===== config.mk =====
export PLATFORM = sky130hd
export DESIGN_NAME = encoder_rpm_pid_motor_drive
export DESIGN_NICKNAME = d
export VERILOG_FILES = /design/src/erpm_pkg.sv /design/src/erpm_datapath.sv /design/src/erpm_ctrl.sv /design/src/encoder_rpm_pid_motor_drive.sv
export SDC_FILE = /design/constraint.sdc
export NUM_CORES = 2
export LEC_CHECK = 0
export BUFFER_PORTS_ARGS = -buffer_cell sky130_fd_sc_hd__buf_2
export CAP_MARGIN = 0
export CELL_PAD_IN_SITES_DETAIL_PLACEMENT = 0
export CELL_PAD_IN_SITES_GLOBAL_PLACEMENT = 2
export CORE_ASPECT_RATIO = 1.2
export CORE_MARGIN = 2
export CORE_UTILIZATION = 35
export CTS_BUF_LIST = sky130_fd_sc_hd__clkbuf_4
export DETAILED_ROUTE_END_ITERATION = 12
export PLACE_DENSITY_LB_ADDON = 0.1
export SLEW_MARGIN = 20
export SYNTH_ARGS = -nofsm -noshare
export SYNTH_HDL_FRONTEND = slang
export SYNTH_SLANG_ARGS = --single-unit

===== constraint.sdc =====
create_clock -name i_clk -period 10.22 [get_ports i_clk]
set_input_delay 0 -clock i_clk [delete_from_list [all_inputs] [get_ports i_clk]]
set_output_delay 0 -clock i_clk [all_outputs]
set_load 0.05 [all_outputs]

===== src/erpm_pkg.sv =====
// shared types and constants for the encoder rpm pid motor drive
package erpm_pkg;

    localparam int unsigned MS_PER_MINUTE = 60000;

    typedef enum logic [2:0] {
        CFG_KP  = 3'd0,
        CFG_KI  = 3'd1,
        CFG_KD  = 3'd2,
        CFG_CPR = 3'd3,
        CFG_MAX = 3'd4
    } t_cfg_idx;

    typedef enum logic [3:0] {
        OP_NONE   = 4'd0,
        OP_LOAD   = 4'd1,
        OP_DIVQ   = 4'd2,
        OP_MULDQ  = 4'd3,
        OP_DIVSPD = 4'd4,
        OP_ERR    = 4'd5,
        OP_MULP   = 4'd6,
        OP_MULI   = 4'd7,
        OP_MULD   = 4'd8,
        OP_SUMPID = 4'd9,
        OP_MULPRV = 4'd10,
        OP_MULRCP = 4'd11,
        OP_CLAMP  = 4'd12,
        OP_MULPWM = 4'd13,
        OP_DIVPWM = 4'd14,
        OP_FINISH = 4'd15
    } t_op;

    typedef struct packed {
        t_op  op;
        logic div_start;
        logic mul_start;
    } t_cmd;

    typedef struct packed {
        logic div_busy;
        logic mul_busy;
    } t_status;

endpackage


===== src/erpm_datapath.sv =====
// datapath: shared multiplier and divider, pid state and result registers
module erpm_datapath #(
    parameter int SPEED_FRAC_BITS = 8,
    parameter int PWM_FULL_SCALE  = 255
) (
    input  logic                   i_clk,
    input  logic                   i_rst_n,
    input  erpm_pkg::t_cmd         i_cmd,
    output erpm_pkg::t_status      o_status,
    input  logic                   i_cfg_we,
    input  logic [2:0]             i_cfg_idx,
    input  logic [15:0]            i_cfg_data,
    input  logic signed [31:0]     i_encoder_count,
    input  logic [15:0]            i_elapsed_ms,
    input  logic signed [18:0]     i_target_speed,
    input  logic                   i_stop_now,
    output logic [7:0]             o_pwm_magnitude,
    output logic                   o_direction_forward,
    output logic signed [18:0]     o_measured_speed
);
    localparam int PW  = $clog2(PWM_FULL_SCALE + 1) + 1;
    localparam int DW  = 64;
    localparam int CW  = $clog2(DW + 1);
    localparam int MXW = 10 + SPEED_FRAC_BITS + 1;
    // reciprocal of the full-scale pwm, exact for |last_pwm * full| below 2^PRV_N
    localparam int PRV_N = $clog2(PWM_FULL_SCALE + 1) + 10 + SPEED_FRAC_BITS;
    localparam int PRV_K = PRV_N + $clog2(PWM_FULL_SCALE);
    localparam logic [63:0] PRV_RECIP =
        ((64'd1 << PRV_K) + 64'(PWM_FULL_SCALE - 1)) / 64'(PWM_FULL_SCALE);

    logic signed [15:0] r_kp, r_ki, r_kd;
    logic [15:0]        r_cpr;
    logic [9:0]         r_max;
    logic [31:0]        r_last_count;
    logic signed [19:0] r_last_error;
    logic signed [31:0] r_error_sum;
    logic signed [PW-1:0] r_last_pwm;

    logic [31:0]        r_cnt;
    logic [15:0]        r_ms;
    logic signed [18:0] r_target;
    logic               r_stop;
    logic signed [63:0] r_acc;
    logic signed [63:0] r_tmp;
    logic signed [19:0] r_err;
    logic signed [18:0] r_speed;
    logic signed [MXW-1:0] r_full;

    // shared multiplier: 32x32 signed, operands and busy flag registered at start, then product registered from them
    logic signed [31:0] r_ma, r_mb;
    logic signed [63:0] r_mp;
    logic               r_mbusy;

    // shared restoring divider, one quotient bit per cycle, magnitudes
    logic [DW-1:0]      r_dq, r_drem;
    logic [DW-1:0]      r_dd;
    logic [CW-1:0]      r_dcnt;
    logic               r_dneg;
    logic               r_dbusy;
    logic signed [63:0] w_dnum;
    logic [DW-1:0]      w_dden;

    logic [DW:0]        w_trial;
    logic [DW-1:0]      w_rsh;
    logic [DW-1:0]      w_num_mag;
    logic signed [63:0] w_quot;
    logic signed [63:0] w_sum;
    logic signed [63:0] w_e32;
    logic signed [63:0] w_mfull;
    logic signed [63:0] w_pid;
    logic signed [63:0] w_prv;

    assign o_status.div_busy = r_dbusy;
    assign o_status.mul_busy = r_mbusy;

    assign w_rsh     = {r_drem[DW-2:0], r_dq[DW-1]};
    assign w_trial   = {1'b0, w_rsh} - {1'b0, r_dd};
    assign w_num_mag = w_dnum[63] ? DW'(-w_dnum) : DW'(w_dnum);
    assign w_quot    = r_dneg ? -$signed(r_dq) : $signed(r_dq);
    assign w_mfull   = 64'(r_full);
    assign w_sum     = 64'(r_error_sum) + 64'(r_err);
    assign w_e32     = (w_sum > 64'sd2147483647) ? 64'sd2147483647 :
                       (w_sum < -64'sd2147483648) ? -64'sd2147483648 : w_sum;
    // q8.8 gain scaling, truncated toward zero
    assign w_pid     = (r_acc + (r_acc[63] ? 64'sd255 : 64'sd0)) >>> 8;
    assign w_prv     = r_mp >>> PRV_K;

    // divider operand selection
    always_comb begin
        w_dnum = r_mp;
        w_dden = DW'(1);
        unique case (i_cmd.op)
            erpm_pkg::OP_DIVQ: begin
                w_dnum = 64'(erpm_pkg::MS_PER_MINUTE);
                w_dden = (r_ms == 16'd0) ? DW'(1) : DW'(r_ms);
            end
            erpm_pkg::OP_DIVSPD: begin
                w_dnum = r_mp <<< SPEED_FRAC_BITS;
                w_dden = (r_cpr == 16'd0) ? DW'(1) : DW'(r_cpr);
            end
            erpm_pkg::OP_DIVPWM: begin
                w_dnum = r_mp;
                w_dden = DW'(r_full);
            end
            default: begin
                w_dnum = r_mp;
                w_dden = DW'(1);
            end
        endcase
    end

    always_ff @(posedge i_clk) begin
        if (!i_rst_n) begin
            r_kp <= '0; r_ki <= '0; r_kd <= '0;
            r_cpr <= 16'd1; r_max <= 10'd330;
            r_last_count <= '0; r_last_error <= '0;
            r_error_sum <= '0; r_last_pwm <= '0;
            r_dbusy <= 1'b0; r_mbusy <= 1'b0; r_dcnt <= '0;
        end else begin
            if (i_cfg_we) begin
                unique case (i_cfg_idx)
                    erpm_pkg::CFG_KP:  r_kp  <= $signed(i_cfg_data);
                    erpm_pkg::CFG_KI:  r_ki  <= $signed(i_cfg_data);
                    erpm_pkg::CFG_KD:  r_kd  <= $signed(i_cfg_data);
                    erpm_pkg::CFG_CPR: r_cpr <= i_cfg_data;
                    erpm_pkg::CFG_MAX: r_max <= i_cfg_data[9:0];
                    default: ;
                endcase
            end
            r_mbusy <= i_cmd.mul_start;
            if (i_cmd.div_start) begin
                r_dbusy <= 1'b1;
                r_dcnt  <= CW'(DW);
                r_dq    <= w_num_mag;
                r_drem  <= '0;
                r_dd    <= w_dden;
                r_dneg  <= w_dnum[63];
            end else if (r_dbusy) begin
                r_dq <= {r_dq[DW-2:0], ~w_trial[DW]};
                r_drem <= w_trial[DW] ? w_rsh : w_trial[DW-1:0];
                r_dcnt <= r_dcnt - CW'(1);
                if (r_dcnt == CW'(1)) r_dbusy <= 1'b0;
            end
            unique case (i_cmd.op)
                erpm_pkg::OP_LOAD: begin
                    r_cnt <= i_encoder_count; r_ms <= i_elapsed_ms;
                    r_target <= i_target_speed; r_stop <= i_stop_now;
                    r_full <= MXW'({(r_max == 10'd0) ? 10'd1 : r_max} << SPEED_FRAC_BITS);
                end
                erpm_pkg::OP_MULDQ: begin
                    r_ma <= $signed(r_cnt - r_last_count);
                    r_mb <= w_quot[31:0];
                    r_last_count <= r_cnt;
                end
                erpm_pkg::OP_DIVSPD: r_acc <= r_mp;
                erpm_pkg::OP_ERR: begin
                    r_speed <= (w_quot > 64'sd262143) ? 19'sh3FFFF :
                               (w_quot < -64'sd262144) ? -19'sd262144 : w_quot[18:0];
                    r_err   <= 20'(r_target) - 20'((w_quot > 64'sd262143) ? 64'sd262143 :
                               (w_quot < -64'sd262144) ? -64'sd262144 : w_quot);
                end
                erpm_pkg::OP_MULP: begin
                    r_ma <= 32'(r_kp); r_mb <= 32'(r_err);
                    r_error_sum <= w_e32[31:0];
                    r_acc <= '0;
                end
                erpm_pkg::OP_MULI: begin
                    r_ma <= 32'(r_ki); r_mb <= r_error_sum;
                    r_acc <= r_acc + r_mp;
                end
                erpm_pkg::OP_MULD: begin
                    r_ma <= 32'(r_kd); r_mb <= 32'(r_err) - 32'(r_last_error);
                    r_acc <= r_acc + r_mp;
                    r_last_error <= r_err;
                end
                erpm_pkg::OP_SUMPID: r_acc <= r_acc + r_mp;
                erpm_pkg::OP_MULPRV: begin
                    r_tmp <= w_pid;
                    r_ma <= 32'(r_last_pwm); r_mb <= 32'(r_full);
                end
                erpm_pkg::OP_MULRCP: begin
                    r_ma <= r_mp[63] ? 32'(-r_mp) : r_mp[31:0];
                    r_mb <= 32'(PRV_RECIP);
                end
                erpm_pkg::OP_CLAMP: begin
                    r_acc <= (r_last_pwm[PW-1] ? -w_prv : w_prv) + r_tmp;
                end
                erpm_pkg::OP_MULPWM: begin
                    r_ma <= (r_acc > w_mfull) ? 32'(w_mfull) :
                            (r_acc < -w_mfull) ? -32'(w_mfull) : r_acc[31:0];
                    r_mb <= 32'(PWM_FULL_SCALE);
                end
                erpm_pkg::OP_FINISH: begin
                    r_last_pwm <= r_stop ? '0 : w_quot[PW-1:0];
                    o_pwm_magnitude <= r_stop ? 8'd0 :
                        8'(w_quot[63] ? -w_quot : w_quot);
                    o_direction_forward <= r_stop ? 1'b1 : !w_quot[63];
                    o_measured_speed <= r_speed;
                end
                default: ;
            endcase
            if (r_mbusy) r_mp <= r_ma * r_mb;
        end
    end

    ap_div_idle: assert property (@(posedge i_clk) disable iff (!i_rst_n)
        i_cmd.div_start |=> r_dbusy) else $error("divider did not start");
    ap_div_done: assert property (@(posedge i_clk) disable iff (!i_rst_n)
        (r_dbusy && r_dcnt == CW'(1) && !i_cmd.div_start) |=> !r_dbusy)
        else $error("divider overran");
    ap_err_sum: assert property (@(posedge i_clk) disable iff (!i_rst_n)
        (i_cmd.op == erpm_pkg::OP_MULP) |=> $stable(r_err))
        else $error("error changed during pid");
endmodule


===== src/erpm_ctrl.sv =====
// controller: sequences the datapath through one control tick
module erpm_ctrl (
    input  logic              i_clk,
    input  logic              i_rst_n,
    input  logic              i_valid,
    output logic              o_ready,
    output logic              o_valid,
    input  logic              i_ready,
    input  erpm_pkg::t_status i_status,
    output erpm_pkg::t_cmd    o_cmd
);
    typedef enum logic [3:0] {
        S_IDLE = 4'b0001,
        S_RUN  = 4'b0010,
        S_WAIT = 4'b0100,
        S_OUT  = 4'b1000
    } t_state;

    t_state    r_state, n_state;
    erpm_pkg::t_op r_op, n_op;
    logic      r_ovalid, n_ovalid;
    logic      w_fire;

    assign o_ready = (r_state == S_IDLE) && !r_ovalid;
    assign o_valid = r_ovalid;
    assign w_fire  = (r_state == S_RUN) && !i_status.div_busy && !i_status.mul_busy;

    always_comb begin
        n_state = r_state;
        n_op = r_op;
        n_ovalid = r_ovalid;
        o_cmd.op = erpm_pkg::OP_NONE;
        o_cmd.div_start = 1'b0;
        o_cmd.mul_start = 1'b0;
        if (r_ovalid && i_ready) n_ovalid = 1'b0;
        unique case (r_state)
            S_IDLE: if (i_valid && !r_ovalid) begin
                o_cmd.op = erpm_pkg::OP_LOAD;
                n_op = erpm_pkg::OP_DIVQ;
                n_state = S_RUN;
            end
            S_RUN: if (w_fire) begin
                o_cmd.op = r_op;
                o_cmd.div_start = (r_op == erpm_pkg::OP_DIVQ) ||
                    (r_op == erpm_pkg::OP_DIVSPD) || (r_op == erpm_pkg::OP_DIVPWM);
                o_cmd.mul_start = (r_op == erpm_pkg::OP_MULDQ) ||
                    (r_op == erpm_pkg::OP_MULP) || (r_op == erpm_pkg::OP_MULI) ||
                    (r_op == erpm_pkg::OP_MULD) || (r_op == erpm_pkg::OP_MULPRV) ||
                    (r_op == erpm_pkg::OP_MULRCP) || (r_op == erpm_pkg::OP_MULPWM);
                if (r_op == erpm_pkg::OP_FINISH) n_state = S_WAIT;
                else n_op = erpm_pkg::t_op'(r_op + 4'd1);
            end
            S_WAIT: if (!r_ovalid || i_ready) begin
                n_state = S_OUT;
            end
            S_OUT: begin
                n_ovalid = 1'b1;
                n_state = S_IDLE;
            end
            default: n_state = S_IDLE;
        endcase
    end

    always_ff @(posedge i_clk) begin
        if (!i_rst_n) begin
            r_state <= S_IDLE;
            r_op <= erpm_pkg::OP_NONE;
            r_ovalid <= 1'b0;
        end else begin
            r_state <= n_state;
            r_op <= n_op;
            r_ovalid <= n_ovalid;
        end
    end

    ap_one_hot: assert property (@(posedge i_clk) disable iff (!i_rst_n)
        $onehot(r_state)) else $error("state not one-hot");
    ap_no_accept_busy: assert property (@(posedge i_clk) disable iff (!i_rst_n)
        (r_state != S_IDLE) |-> !o_ready) else $error("accept while busy");
    ap_start_excl: assert property (@(posedge i_clk) disable iff (!i_rst_n)
        !(o_cmd.div_start && o_cmd.mul_start)) else $error("two units started");
endmodule


===== src/encoder_rpm_pid_motor_drive.sv =====
// top level: encoder rpm pid motor drive
// channel  dir  handshake              payload
// in       in   i_valid / o_ready      encoder_count elapsed_ms target_speed stop_now
// out      out  o_valid / i_ready      pwm_magnitude direction_forward measured_speed
// cfg      in   i_cfg_we               i_cfg_index i_cfg_data
// a result is offered after three passes of the 64-step divider, seven
// multiplies and the remaining single-step operations
// reset is synchronous active low and restores configuration, pid state and the controller
// the result holds in its register until taken; a new beat is not taken
// while a result still waits or while a tick is still in progress
module encoder_rpm_pid_motor_drive #(
    parameter int SPEED_FRAC_BITS = 8,
    parameter int PWM_FULL_SCALE  = 255
) (
    input  logic               i_clk,
    input  logic               i_rst_n,
    input  logic               i_valid,
    output logic               o_ready,
    input  logic signed [31:0] i_encoder_count,
    input  logic [15:0]        i_elapsed_ms,
    input  logic signed [18:0] i_target_speed,
    input  logic               i_stop_now,
    output logic               o_valid,
    input  logic               i_ready,
    output logic [7:0]         o_pwm_magnitude,
    output logic               o_direction_forward,
    output logic signed [18:0] o_measured_speed,
    input  logic               i_cfg_we,
    input  logic [2:0]         i_cfg_index,
    input  logic [15:0]        i_cfg_data
);
    erpm_pkg::t_cmd    w_cmd;
    erpm_pkg::t_status w_status;

    erpm_ctrl u_ctrl (
        .i_clk(i_clk), .i_rst_n(i_rst_n),
        .i_valid(i_valid), .o_ready(o_ready),
        .o_valid(o_valid), .i_ready(i_ready),
        .i_status(w_status), .o_cmd(w_cmd)
    );

    erpm_datapath #(
        .SPEED_FRAC_BITS(SPEED_FRAC_BITS), .PWM_FULL_SCALE(PWM_FULL_SCALE)
    ) u_dp (
        .i_clk(i_clk), .i_rst_n(i_rst_n),
        .i_cmd(w_cmd), .o_status(w_status),
        .i_cfg_we(i_cfg_we), .i_cfg_idx(i_cfg_index), .i_cfg_data(i_cfg_data),
        .i_encoder_count(i_encoder_count), .i_elapsed_ms(i_elapsed_ms),
        .i_target_speed(i_target_speed), .i_stop_now(i_stop_now),
        .o_pwm_magnitude(o_pwm_magnitude), .o_direction_forward(o_direction_forward),
        .o_measured_speed(o_measured_speed)
    );
endmodule

# After elaboration in Yosys (flattened, before gate mapping)
# Cells that the tools add are included.
# totals
latch_bits	0
regBits	770
wordCells	191
mem_bits_ro	0
mem_bits_rw	0
out_inout_bits	30
memories	0
input_bits	92
# op_classes
n_div	0
shifts	0
n_mux	44
eq_ne	40
n_addsub	17
n_reduce_logical	46
n_bitwise	2
multipliers	1
order_cmp	6
# ops
cell	n
$pmux 32 s7	2
$mux 64	5
$pmux 64 s4	1
$pmux 64 s3	1
$mux 32	5
$neg 64->64	2
$pmux 64 s2	1
$mux 63	2
$sub 64x64->65	1
$add 64x56->64	1
$add 64x64->64	1
$add 64x9->64	1
$gt 64x19->1	1
$gt 64x19->1 const B	1
$lt 64x19->1 const B	1
$lt 64x64->1	1
$mul 32x32->64	1
$neg 18->64	1
$neg 30->64	1
$eq 4x4->1 const B	15
$mux 20	2
$add 32x20->33	1
$gt 33x32->1 const B	1
$lt 33x32->1 const B	1
other kinds (43)	106

# Depth between registers and ports, before layout
# depth
depth_word	14
mapped_depth	31
depth_no_buf	29

# Cells and area by module
# Synthesis repeated with hierarchy kept, for this count alone.
# unflattened
cells_unflattened	9586
area_unflattened_um2	87133.6
# modules_own_cells
mod	instances	seq_area_each_um2	area_each_um2	cells_each
erpm_datapath	1	19708.9	86519.2	9516
erpm_ctrl	1	180.2	614.3	70

# Worst setup path before layout
# Ideal clock, no wire load.
# synth_timing
path_kind	register -> register
start	reg u_dp.r_mb[3]
end	reg u_dp.r_mp[63] (data pin)
required_ns	9.961
n_path_buf	1
synth_period_minus_slack_ns	8.432
stages_incl_launch_ff	30
slack_ns	1.788
arrival_ns	8.172
setup_ns	0.259
path_cell_list	edfxtp_1 clkbuf_1 and2_1 fa_1 inv_1 fa_1 inv_1 fa_1 inv_1 fa_1 inv_1 fa_1 fa_1 fa_1 inv_1 fa_1 inv_1 ha_1 a21o_1 a211o_1 a211oi_1 o21ai_0 a31oi_1 a41oi_1 a221o_1 o211a_1 a21oi_1 o21ai_0 a21oi_1 xnor2_1
# synth_between
elab_chain_len	1
# synth_rtl
element	line_no	rtl
start: declaration	erpm_datapath.sv:50	logic signed [31:0] r_ma, r_mb;
start signal: assignment	erpm_datapath.sv:152	r_mb <= w_quot[31:0];
start signal: assignment	erpm_datapath.sv:163	r_ma <= 32'(r_kp); r_mb <= 32'(r_err);
start signal: assignment	erpm_datapath.sv:168	r_ma <= 32'(r_ki); r_mb <= r_error_sum;
$mul 32x32->64	erpm_datapath.sv:202	if (r_mbusy) r_mp <= r_ma * r_mb;
end signal: assignment	erpm_datapath.sv:202	
end: declaration	erpm_datapath.sv:51	logic signed [63:0] r_mp;
# No other way between the ends.
# A chain may end at the register's enable or synchronous reset.

# Worst setup path in the final report
# layout_timing
start	reg u_dp.r_ma[8]
end	reg u_dp.r_mp[61] (data pin)
# layout_between
elab_chain_len	1
# layout_rtl
element	line_no	rtl
start: declaration	erpm_datapath.sv:50	
start signal: assignment	erpm_datapath.sv:151	r_ma <= $signed(r_cnt - r_last_count);
start signal: assignment	erpm_datapath.sv:163	
start signal: assignment	erpm_datapath.sv:168	
$mul 32x32->64	erpm_datapath.sv:202	
# No other way between the ends.

==> reports/results.tsv <==
stage	metric	value	unit
floorplan	die width	461	um
setup_path	CP Max Fanout	12	
global_routing	GRT Util Overall	26.9	%
setup_path	Startpoint Class	register	
synth	Post-synth top cells	inv_1 (1349), nand2_1 (1270), fa_1 (1089)	
sta	Setup Total Neg Slack	0	ns
synth	syn_nets	11600	
global_routing	initial antenna violation count	28	
clocking	Clock Tree Root	clkbuf_4	
synth	EDFF count, synth	539	
sta	Achievable Freq	103	MHz
sta	final hold violation count	0	
sta	Rel. slew slack	21.1	%
sta	final worst slack	0.550	ns
global_routing	first-pass GRT wire length	513000	um
sta	Least-Margin Pin Slew	1.18	ns
floorplan	Core ar.	250000	sq um
route	Initial DRT Pass Iterations	6	
clocking	clk sinks	724	
setup_path	slowest CP cell	edfxtp_1	
route	Routed WL	342000	um
setup_path	Worst Path Arrival	10.68	ns
route	Avg Vias per Cell	5.29	
setup_path	kind of critical path	reg2reg	
route	wire per inst	24.9	um
synth	Synth Instances	9896	
sta	final setup vio count	0	
worst_hold_path	HP Class	in2reg	
clocking	htree depth	4	
synth	synth unique cells	85	
synth	Mean Syn Cell Area	8.87	sq um
global_routing	largest net degree at the start of global routing	92	
place	pre-CTS setup slack	0.167	ns
route	detailed-route via count	72700	
synth	Seq/Total Area, Yosys	22.6	%
sta	Fin Clk Skew	0.226	ns
synth	yosys warns	0	
setup_path	Worst Path Required	11.23	ns
clocking	Worst-path clk slew	0.07	ns
setup_path	crit end category	register	
place	Post-Place Cells	13100	
sta	RSZ-0062 raised after global routing	false	
synth	synthesized cell area	87800	sq um
synth	Yosys top cell by area	fa_1	
clocking	CTS buffer count	221	
place	GPL Wtd Cong	0.928	
floorplan	Die Y	553	um
global_routing	grt ovf	0	
setup_path	Most Frequent Cell on Critical Path	fa_1	
place	Final HPWL DP	274000	um
layout	nets@finish	11900	
floorplan	initial core utilization	35.2	%
clocking	CTS tree	built	
route	Final ANT Viol Nets	0	
worst_hold_path	hold path depth	5	
layout	Finished Layout Cells	13700	
synth	Area contributors post-synth	fa_1 (25%), edfxtp_1 (18%), ha_1 (7.4%)	
layout	area grow syn2layout	12.0	%
sta	period utilization	94.6	%
synth	Yosys reg bits	724	
sta	fin crit period	9.67	ns
power_and_ir_drop	Power Density	83.5	nW/um^2
synth	Post-synth top flop	edfxtp_1	
floorplan	Core Rows	201	
power_and_ir_drop	leakage dissipation	42.7	nW
synth	Async S/R FF share, synth	0	%
sta	Final Max Slew Viols	0	
route	first-iteration detailed-routing DRC count	5041	
floorplan	full die area	255000	sq um
setup_path	R2R cell count	31	
clocking	CTS Buffer Depth	4	
run	max_cap viols	0	
floorplan	Top-Level Pins	122	
synth	top cell type's share of synthesized area	24.8	%
place	IO buf count	121	
clocking	Skew-Pair Late Insertion Delay	1.33	ns
setup_path	max incr delay on CP	0.71	ns
route	post-detailed-route DRC marker count	0	
layout	layout cells sized above 1	8.21	%
synth	top-count cell post-synth	inv_1	
global_routing	number of global-route vias before repair	76900	
power_and_ir_drop	Peak VDD IR	0.0830	mV
run_status	outcome	complete, no violations	
## where the power goes
group	total (mW)	switching [mW]	internal (mW)
combinational	1.87	1.15	0.723
clock	3.07	1.51	1.56
sequential	3.27	0.0362	3.23
## stage by stage
stage | hold WS [ns] | utilization (%) | cell area (sq um) | total power, mW
6_report | 0.156 | 39.4 | 98300 | 8.21
3_3_place_gp | 0.176 | 37.1 | 92600 | 5.12
4_1_cts | 0.0207 | 39.3 | 98300 | 8.31
3_5_place_dp | 0.178 | 37.1 | 92700 | 5.10
2_1_floorplan | 0.0989 | - | 87800 | 4.43
5_1_grt | 0.0876 | 39.4 | 98300 | 8.64
## kinds of logic (layout without fill, tap and decap cells)
kind of cell               Yosys count  count (layout)  synth area share [%]
xor gates and xnor gates           570             570                  5.69
DFF                                724             724                  22.6
and+or+nand+nor                   3138            3138                  17.3
adders and majority gates         1610            1610                  32.2
buffers and inverters             1920            2399                  8.25
muxes                               24              24                 0.282
other                                0              16                     0
AOI/OAI and AO/OA                 1910            1910                  13.6
## flip-flops by register name, indices dropped and copies added, names as in the netlist, 18 cells and up
name                   count
u_dp.r_acc                64
u_dp.r_dq                 64
u_dp.r_mp                 64
u_dp.r_drem               63
u_dp.r_tmp                56
u_dp.r_cnt                32
u_dp.r_error_sum          32
u_dp.r_last_count         32
u_dp.r_ma                 32
u_dp.r_mb                 32
u_dp.r_err                20
u_dp.r_last_error         20
u_dp.o_measured_speed     19
u_dp.r_speed              19
u_dp.r_target             19
u_dp.r_dd                 18
## cell usage in the layout, fill, tap and decap left out, types with 19 or more instances in the layout
cell type	netlist	layout
buf_2	2	121
xor2_1	198	197
and3_1	57	57
or3_1	64	64
ha_1	519	519
o211ai_1	44	44
nor3_1	144	138
o31ai_1	53	52
a21o_1	188	188
nand3_1	185	184
nor2b_1	47	46
o21bai_1	42	42
nand2_1	1270	1267
a211oi_1	44	44
or4_1	40	39
clkinv_1	0	55
a21oi_1	615	606
a221oi_1	32	32
or2_2	28	27
fa_1	1089	1089
o21ai_0	480	477
and2_1	545	544
nand2b_1	83	83
nor4_1	72	68
nor2_1	434	425
a22oi_1	94	94
edfxtp_1	539	539
dfxtp_1	185	185
buf_4	0	258
nand4_1	88	88
a31oi_1	60	58
clkbuf_4	0	320
a22o_1	19	19
xnor2_1	372	371
o21a_1	38	38
o221ai_1	21	21
inv_1	1349	1347
dlygate4sd3_1	0	266
## metal layers
| layer | part of all wire [%] | global-route usage [%] |
|---|---|---|
| met5 | 0.023 | 0 |
| met4 | 4.0 | 9.78 |
| met3 | 4.2 | 2.76 |
| met2 | 50 | 47.2 |
| met1 | 42 | 34.0 |
## worst max-delay path, delay by kind of cell (launching register included)
family	cells	cell delay, ns
compound gates	8	2.23
xor+xnor	1	0.51
fa+ha+maj	9	4.44
buf+inv	10	1.11
flops	1	0.71
simple gates	3	0.37
## path summary, 6_finish.rpt
kind,slack (ns),end,from
worst max register to register,0.55,u_dp.r_mp[61],u_dp.r_ma[8]
worst min-delay path,0.16,u_dp.r_kp[13],i_cfg_data[13]
worst max-delay path,0.55,u_dp.r_mp[61],u_dp.r_ma[8]
worst min register to register,0.41,u_dp.o_measured_speed[11],u_dp.r_speed[11]
## repair_timing
action                                 CTS  global route
endpoints found under the hold margin  293             0
setup buffers                            0             2
hold buffers                           266             0
gates resized for setup                  0             1
setup endpoints to repair                0             1
## layout make-up
class / count / area (sq um)
diodes: 16 / 40.0
clock buffers: 320 / 2400
clock inverters: 77 / 447
fillers: 25500 / 151000
inverters: 1350 / 5080
multi-input cells: 7252 / 61000
flip-flops and latches: 724 / 19900
well taps: 3349 / 4190
repair buffers: 652 / 5330
No activity file was read; power rests on OpenSTA's default activity.
